File: src/rtl/suks_pkg.sv
// ----------------------------------------------------------------------------
// suks_pkg
// shared types and codes for the sorted unique key set
// ----------------------------------------------------------------------------
package suks_pkg;

   localparam int KEY_W    = 32;
   localparam int STATUS_W = 3;
   localparam int OUT_W    = 5;

   // request operations
   localparam logic OP_INSERT = 1'b0;
   localparam logic OP_DELETE = 1'b1;

   // response status codes
   localparam logic [STATUS_W-1:0] ST_INSERTED  = 3'd0;
   localparam logic [STATUS_W-1:0] ST_DUPLICATE = 3'd1;
   localparam logic [STATUS_W-1:0] ST_DELETED   = 3'd2;
   localparam logic [STATUS_W-1:0] ST_NOT_FOUND = 3'd3;
   localparam logic [STATUS_W-1:0] ST_FULL      = 3'd4;

   typedef struct packed {
      logic                    req_type;
      logic signed [KEY_W-1:0] key;
   } suks_req_type;

   typedef struct packed {
      logic [STATUS_W-1:0] status;
      logic [OUT_W-1:0]    position;
      logic [OUT_W-1:0]    entry_count;
   } suks_rsp_type;

   // control broadcast to every cell
   typedef struct packed {
      logic compare;
      logic insert;
      logic delete;
   } suks_cell_ctl_type;

   // per-cell status back to the top level
   typedef struct packed {
      logic lt;
      logic boundary;
      logic hit;
   } suks_cell_stat_type;

endpackage

File: src/rtl/suks_cell.sv
// ----------------------------------------------------------------------------
// suks_cell
// one slot of the ordered key row: compare, then shift with neighbors
// ----------------------------------------------------------------------------
module suks_cell
   import suks_pkg::*;
#(
   parameter int INDEX = 0,
   parameter int CNT_W = 5
) (
   input  logic                    clock,
   input  suks_cell_ctl_type       ctl,
   input  logic signed [KEY_W-1:0] req_key,
   input  logic [CNT_W-1:0]        count,
   input  logic signed [KEY_W-1:0] left_key,
   input  logic signed [KEY_W-1:0] right_key,
   input  logic                    lt_prev,
   output logic signed [KEY_W-1:0] key_out,
   output suks_cell_stat_type      stat
);

   logic signed [KEY_W-1:0] key_ff;
   logic                    lt_ff;
   logic                    eq_ff;
   logic                    occupied;
   logic                    boundary;

   assign occupied = count > CNT_W'(INDEX);
   // first slot that is empty or whose key is not below the request key
   assign boundary = lt_prev && !lt_ff;

   always_ff @(posedge clock) begin
      if (ctl.compare) begin
         lt_ff <= occupied && (key_ff < req_key);
         eq_ff <= occupied && (key_ff == req_key);
      end
      if (ctl.insert && !lt_ff) begin
         key_ff <= boundary ? req_key : left_key;
      end else if (ctl.delete && !lt_ff) begin
         key_ff <= right_key;
      end
   end

   assign key_out       = key_ff;
   assign stat.lt       = lt_ff;
   assign stat.boundary = boundary;
   assign stat.hit      = boundary && eq_ff;

endmodule

File: src/rtl/suks_encoder.sv
// ----------------------------------------------------------------------------
// suks_encoder
// turns the one-hot boundary marker of the cell row into an index
// ----------------------------------------------------------------------------
module suks_encoder
   import suks_pkg::*;
#(
   parameter int CAPACITY = 16,
   parameter int POS_W    = 5
) (
   input  logic [CAPACITY-1:0] boundary,
   input  logic                all_lt,
   output logic [POS_W-1:0]    position
);

   logic [POS_W-1:0] enc;

   always_comb begin
      enc = '0;
      for (int i = 0; i < CAPACITY; i++) begin
         if (boundary[i]) begin
            enc = enc | POS_W'(i);
         end
      end
   end

   // every slot holds a smaller key: place after the last slot
   assign position = all_lt ? POS_W'(CAPACITY) : enc;

endmodule

File: src/rtl/sorted_unique_key_set_unit.sv
// ----------------------------------------------------------------------------
// sorted_unique_key_set_unit
// ordered set of distinct signed keys with insert and delete requests
// ----------------------------------------------------------------------------
//
//   channel   ports                          payload
//   -------   ----------------------------   ---------------------------------
//   request   req_valid req_stall req_data   req_type (0 insert, 1 delete), key
//   response  rsp_valid rsp_stall rsp_data   status, position, entry_count
//
// requests are handled one at a time: accept, parallel compare in all cells,
// then position encode plus shift of the cell row in the update state; the
// update state waits while a previous response is still stalled; a new
// request is taken while a finished response waits in its register
// synchronous active-high reset clears the fsm, held count and response valid;
// the key cells have no reset, slots at or above the count are never used
// ----------------------------------------------------------------------------
module sorted_unique_key_set_unit
   import suks_pkg::*;
#(
   parameter int CAPACITY = 16
) (
   input  logic         clock,
   input  logic         reset,
   input  logic         req_valid,
   output logic         req_stall,
   input  suks_req_type req_data,
   output logic         rsp_valid,
   input  logic         rsp_stall,
   output suks_rsp_type rsp_data
);

   localparam int CNT_W = $clog2(CAPACITY + 1);

   // fsm codes
   localparam logic [1:0] ST_IDLE = 2'd0;
   localparam logic [1:0] ST_CMP  = 2'd1;
   localparam logic [1:0] ST_UPD  = 2'd2;

   logic [1:0]         state_ff, state_in;
   suks_req_type       req_ff;
   logic [CNT_W-1:0]   count_ff, count_in;
   logic               rsp_valid_ff, rsp_valid_in;
   suks_rsp_type       rsp_ff;

   suks_cell_ctl_type  ctl;
   suks_cell_stat_type stat [CAPACITY];
   logic signed [KEY_W-1:0] cell_key [CAPACITY];
   logic [CAPACITY-1:0] lt_vec;
   logic [CAPACITY-1:0] boundary_vec;
   logic [CAPACITY-1:0] hit_vec;

   logic               found;
   logic               room;
   logic               do_insert;
   logic               do_delete;
   logic               rsp_load;
   logic [CNT_W-1:0]   position;
   logic [STATUS_W-1:0] status;

   // request accepted only when the fsm is idle
   assign req_stall = (state_ff != ST_IDLE);

   // response register frees up this cycle or is already empty
   assign rsp_load = (state_ff == ST_UPD) && (!rsp_valid_ff || !rsp_stall);

   assign found = |hit_vec;
   assign room  = count_ff < CNT_W'(CAPACITY);

   assign do_insert = rsp_load && (req_ff.req_type == OP_INSERT) && !found && room;
   assign do_delete = rsp_load && (req_ff.req_type == OP_DELETE) && found;

   assign ctl.compare = (state_ff == ST_CMP);
   assign ctl.insert  = do_insert;
   assign ctl.delete  = do_delete;

   // cell row: each slot sees its left and right neighbor keys
   for (genvar g = 0; g < CAPACITY; g++) begin : g_cell
      logic signed [KEY_W-1:0] left_key;
      logic signed [KEY_W-1:0] right_key;
      logic                    lt_prev;

      if (g == 0) begin : g_first
         assign left_key = cell_key[g];
         assign lt_prev  = 1'b1;
      end else begin : g_mid
         assign left_key = cell_key[g-1];
         assign lt_prev  = stat[g-1].lt;
      end
      if (g == CAPACITY - 1) begin : g_last
         assign right_key = cell_key[g];
      end else begin : g_inner
         assign right_key = cell_key[g+1];
      end

      suks_cell #(
         .INDEX (g),
         .CNT_W (CNT_W)
      ) u_cell (
         .clock     (clock),
         .ctl       (ctl),
         .req_key   (req_ff.key),
         .count     (count_ff),
         .left_key  (left_key),
         .right_key (right_key),
         .lt_prev   (lt_prev),
         .key_out   (cell_key[g]),
         .stat      (stat[g])
      );

      assign lt_vec[g]       = stat[g].lt;
      assign boundary_vec[g] = stat[g].boundary;
      assign hit_vec[g]      = stat[g].hit;
   end

   suks_encoder #(
      .CAPACITY (CAPACITY),
      .POS_W    (CNT_W)
   ) u_encoder (
      .boundary (boundary_vec),
      .all_lt   (lt_vec[CAPACITY-1]),
      .position (position)
   );

   // status decode
   always_comb begin
      if (req_ff.req_type == OP_INSERT) begin
         if (found) begin
            status = ST_DUPLICATE;
         end else if (!room) begin
            status = ST_FULL;
         end else begin
            status = ST_INSERTED;
         end
      end else begin
         status = found ? ST_DELETED : ST_NOT_FOUND;
      end
   end

   always_comb begin
      count_in = count_ff;
      if (do_insert) begin
         count_in = count_ff + CNT_W'(1);
      end else if (do_delete) begin
         count_in = count_ff - CNT_W'(1);
      end
   end

   always_comb begin
      state_in = state_ff;
      unique case (state_ff)
         ST_IDLE: begin
            if (req_valid) begin
               state_in = ST_CMP;
            end
         end
         ST_CMP: begin
            state_in = ST_UPD;
         end
         ST_UPD: begin
            if (rsp_load) begin
               state_in = ST_IDLE;
            end
         end
         default: begin
            state_in = ST_IDLE;
         end
      endcase
   end

   always_comb begin
      rsp_valid_in = rsp_valid_ff;
      if (rsp_load) begin
         rsp_valid_in = 1'b1;
      end else if (rsp_valid_ff && !rsp_stall) begin
         rsp_valid_in = 1'b0;
      end
   end

   always_ff @(posedge clock) begin
      if (reset) begin
         state_ff     <= ST_IDLE;
         count_ff     <= '0;
         rsp_valid_ff <= 1'b0;
      end else begin
         state_ff     <= state_in;
         count_ff     <= count_in;
         rsp_valid_ff <= rsp_valid_in;
      end
   end

   // payload registers
   always_ff @(posedge clock) begin
      if (state_ff == ST_IDLE && req_valid) begin
         req_ff <= req_data;
      end
      if (rsp_load) begin
         rsp_ff.status      <= status;
         rsp_ff.position    <= OUT_W'(position);
         rsp_ff.entry_count <= OUT_W'(count_in);
      end
   end

   assign rsp_valid = rsp_valid_ff;
   assign rsp_data  = rsp_ff;

   // held count stays within the row
   a_count_bound: assert property (@(posedge clock) disable iff (reset)
      count_ff <= CNT_W'(CAPACITY))
      else $error("held count exceeds capacity");

   // the compare result forms a thermometer, so at most one boundary
   a_one_boundary: assert property (@(posedge clock) disable iff (reset)
      (state_ff == ST_UPD) |-> $onehot0(boundary_vec))
      else $error("more than one boundary cell");

   // a delete response removes exactly one key
   a_delete_count: assert property (@(posedge clock) disable iff (reset)
      (rsp_load && status == ST_DELETED) |=> (count_ff == $past(count_ff) - CNT_W'(1)))
      else $error("delete did not decrement count");

endmodule

File: config.mk
export PLATFORM = sky130hd
export DESIGN_NAME = sorted_unique_key_set_unit
export DESIGN_NICKNAME = d
export VERILOG_FILES = /design/src/rtl/suks_pkg.sv /design/src/rtl/suks_cell.sv /design/src/rtl/suks_encoder.sv /design/src/rtl/sorted_unique_key_set_unit.sv
export SDC_FILE = /design/constraint.sdc
export NUM_CORES = 2
export LEC_CHECK = 0
export BUFFER_PORTS_ARGS = -buffer_cell sky130_fd_sc_hd__buf_2
export CELL_PAD_IN_SITES_DETAIL_PLACEMENT = 0
export CELL_PAD_IN_SITES_GLOBAL_PLACEMENT = 1
export CORE_ASPECT_RATIO = 0.9
export CORE_MARGIN = 2
export CORE_UTILIZATION = 45
export CTS_CLUSTER_SIZE = 30
export DETAILED_ROUTE_END_ITERATION = 7
export PLACE_DENSITY_LB_ADDON = 0.08
export REMOVE_ABC_BUFFERS = 1
export SKIP_CTS_REPAIR_TIMING = 1
export SLEW_MARGIN = 0
export SYNTH_ARGS = -nofsm -noshare
export SYNTH_HDL_FRONTEND = slang
export SYNTH_SLANG_ARGS = --single-unit
File: constraint.sdc
create_clock -name clock -period 6.6 [get_ports clock]
set_clock_uncertainty 0.1 [all_clocks]
set_input_delay 0.33 -clock clock [delete_from_list [all_inputs] [get_ports clock]]
set_output_delay 0.33 -clock clock [all_outputs]
set_load 0.05 [all_outputs]
==> impl_metrics.py <==
metrics = {
    "outcome": {
        "status": "finished, final reports clean",
    },
    "clock_network": {
        "cts_max_level": 3,
        "clock_insertion_delay_worst_skew_ns": 0.62,
        "cts_sinks": 598,
        "clk_pin_slew_worst_paths_ns": 0.06,
        "numCtsBuffers": 73,
        "cts_buffer_depth": 3,
        "root_buffer": "clkbuf_16",
        "tritoncts": "done",
    },
    "global_route": {
        "grt_pass1_vias": 29920,
        "grt_pass1_wl_um": 172800,
        "grt_max_degree": 67,
        "overflow": 0,
        "grt_antenna_before_repair": 1,
        "grt.total_usage": 0.2376,
    },
    "cells_and_area": {
        "nFillCells": 8390,
        "final_area_sq_um": 43870,
        "nets": 4806,
        "layout-drive-gt1-share": 0.07012,
        "multi_input_area_sq_um": 20860,
        "area_growth_pct": 9.758,
        "area.sequential_sq_um": 17880,
    },
    "placement": {
        "port_buffers": 51,
        "pre_cts_slack_ns": 2.484,
        "place_hpwl_um": 81150,
        "placed_cell_area_sq_um": 41270,
        "gp_congestion": 0.8821,
    },
    "floorplan": {
        "die_w_um": 318.1,
        "ios": 52,
        "initial_core_util": 0.4547,
        "row_count": 103,
        "dieArea_sq_um": 91220,
        "core_sq_um": 87890,
        "dieHeight_um": 286.7,
    },
    "logic_synthesis": {
        "synth_edf_count": 590,
        "muxShareOfSynthArea": 0.01619,
        "syn-cell-area_sq_um": 39970,
        "ys.flop_type": "edfxtp_1",
        "synth_simple_gate_area_frac": 0.1600,
        "synthArstFlopShare": 0,
        "ys_types": 59,
        "syn_avg_cell_area_sq_um": 9.424,
        "synthAdderAreaFrac": 0.1619,
        "synth_top_family_by_area": "compound AO/OA/AOI/OAI gates",
        "synth_compound_area_frac": 0.1796,
        "ys_ff_latch": 598,
        "ys_warn_count": 0,
        "synthXorXnorAreaFrac": 0.0008766,
        "ys_seq_area_frac": 0.4473,
        "synth_cells": 4241,
    },
    "drt": {
        "num_vias": 30965,
        "routedWlPerCell_um": 20.02,
        "drt_wl_total_um": 109400,
        "viasPerCell": 5.667,
        "ant_nets": 0,
        "drc": 0,
        "drt-initial-drc-count": 2418,
        "dr.pass1.iters": 5,
    },
    "sta": {
        "tns_ns": 0,
        "rsz0062_at_grt": "no",
        "finalHoldViolCount": 0,
        "setup_viol": 0,
        "slew_viol_final": 0,
        "min_period_ns": 4.121,
        "worstMarginPinSlew_ns": 1.149,
        "fin_crit_sh": 0.6243,
        "timing.final.ws_setup_ns": 2.479,
        "fmax_mhz": 242.7,
        "fin_hold_ws_ns": 0.3160,
        "max-slew-margin-rel": 0.2322,
    },
    "setup_path": {
        "critPathKind": "reg -> reg",
        "arrival_ns": 4.32,
        "crit_chain": "nand3b_1 -> o2111ai_1 -> or4_2 -> buf_4 -> mux2i_4 -> buf_4 -> nor2_2 -> buf_4",
        "crit_path_frequent_cell": "buf_4",
        "cp_slowest_stage_delay_ns": 0.77,
        "cp.required_ns": 6.80,
        "cp_top_family": "simple AND/OR/NAND/NOR gates",
        "slowest_stage": "nor2_2",
        "worst-path-buf-inv": 3,
        "start_kind": "flop",
        "end_kind": "flop",
        "path_max_fanout": 24,
        "reg2reg_slack_ns": 2.48,
    },
    "pwr": {
        "power.leakage_nw": 17.05,
        "finalPower_w": 0.009096,
        "ir_worst_vdd_mv": 0.1567,
        "power.density_nw_per_um2": 207.4,
    },
    "job": {
        "cap_violations": 0,
    },
    "worst_hold_path": {
        "min_path_type": "in -> reg",
    },
}
worst paths after layout:
kind / start / to / depth (start not counted)
setup reg to reg: g_cell[9].u_cell.lt_ff / g_cell[7].u_cell.key_out[11] / 8
setup / recovery: g_cell[9].u_cell.lt_ff / g_cell[7].u_cell.key_out[11] / 8
hold / removal: req_data[25] / req_ff[25] / 2
hold reg to reg: req_ff[27] / g_cell[0].u_cell.key_out[27] / 1
stage by stage:
stage | instances | utilization
after detailed placement | 5295 | 0.4696
after floorplan | 4008 | -
final | 5464 | 0.4991
after global placement | 5295 | 0.4696
after global routing | 5462 | 0.4990
after CTS | 5425 | 0.4948
sequential cells by signal, indices dropped and copies added (netlist names):
name / flops
count_ff: 5
g_cell.u_cell.eq_ff: 16
g_cell.u_cell.key_out: 512
g_cell.u_cell.lt_ff: 16
req_ff: 33
rsp_data: 13
rsp_valid: 1
state_ff: 2
layer usage:
metal	vias to the layer above	global-route usage	wire [um]
li1	15699	-	-
met1	14621	0.3582	55440
met2	516	0.3678	48020
met3	127	0.02343	3735
met4	2	0.05557	2147
met5	-	0	13
power breakdown:
part / switching [W] / internal [W] / leakage [nW] / total [W]
combinational: 0.000618 / 0.000337 / 10.5 / 0.000954
clock: 0.00168 / 0.00220 / 1.09 / 0.00388
sequential: 0.0000554 / 0.00420 / 5.42 / 0.00426
total: 0.00236 / 0.00674 / 17.0 / 0.00910
cells in the mapped netlist, types with 13 or more instances:
cell type	count	area, sq um
a21o_1	49	367.9
o21ai_0	85	425.4
nor2_1	957	3592
buf_4	15	112.6
a221oi_1	28	245.2
ha_1	517	6469
nor3_4	14	227.7
and4_1	55	481.7
a21oi_1	1075	5380
edfxtp_1	590	17720
nand2b_1	20	125.1
mux2_1	30	337.8
nand4_1	57	356.6
buf_2	46	230.2
nor2b_1	30	187.7
o211ai_1	24	180.2
a21boi_0	13	97.59
nor4_1	18	112.6
buf_6	20	225.2
clkbuf_1	136	510.5
nand2_1	173	649.4
mux2i_1	16	160.2
nand3_1	47	235.2
buf_1	16	60.06
nor3_1	32	160.2
inv_1	60	225.2
layout by cell type, fill, tap and decap left out, types with 24 or more instances in the layout:
cell / Yosys / layout
a21o_1: 49 / 49
a21oi_1: 1075 / 1074
a221oi_1: 28 / 28
and4_1: 55 / 55
buf_2: 46 / 51
buf_4: 15 / 81
clkbuf_16: 0 / 77
dlygate4sd3_1: 0 / 37
edfxtp_1: 590 / 590
ha_1: 517 / 517
inv_1: 60 / 60
mux2_1: 30 / 30
nand2_1: 173 / 173
nand3_1: 47 / 47
nand4_1: 57 / 57
nor2_1: 957 / 940
nor2b_1: 30 / 29
nor3_1: 32 / 32
o211ai_1: 24 / 24
o21ai_0: 85 / 85
area by class of cell:
| cell class | instances | share of cell area |
|---|---|---|
| Sequential cell | 598 | 0.4075 |
| Clock inverter | 32 | 0.004164 |
| Timing Repair Buffer | 169 | 0.02812 |
| Inverter | 60 | 0.005134 |
| Antenna cell | 2 | 0.0001141 |
| Tap cell | 1155 | 0.03294 |
| Multi-Input combinational cell | 3350 | 0.4756 |
| Clock buffer | 98 | 0.04641 |
cells by family after synthesis:
kind of cell             Yosys count
AND/OR/NAND/NOR                 1439
adder cells (fa/ha/maj)          517
buffers and inverters            293
multiplexers                      59
flip-flops                       598
XOR/XNOR                           4
AO/OA/AOI/OAI                   1331
(Power assumes the default switching activity.)
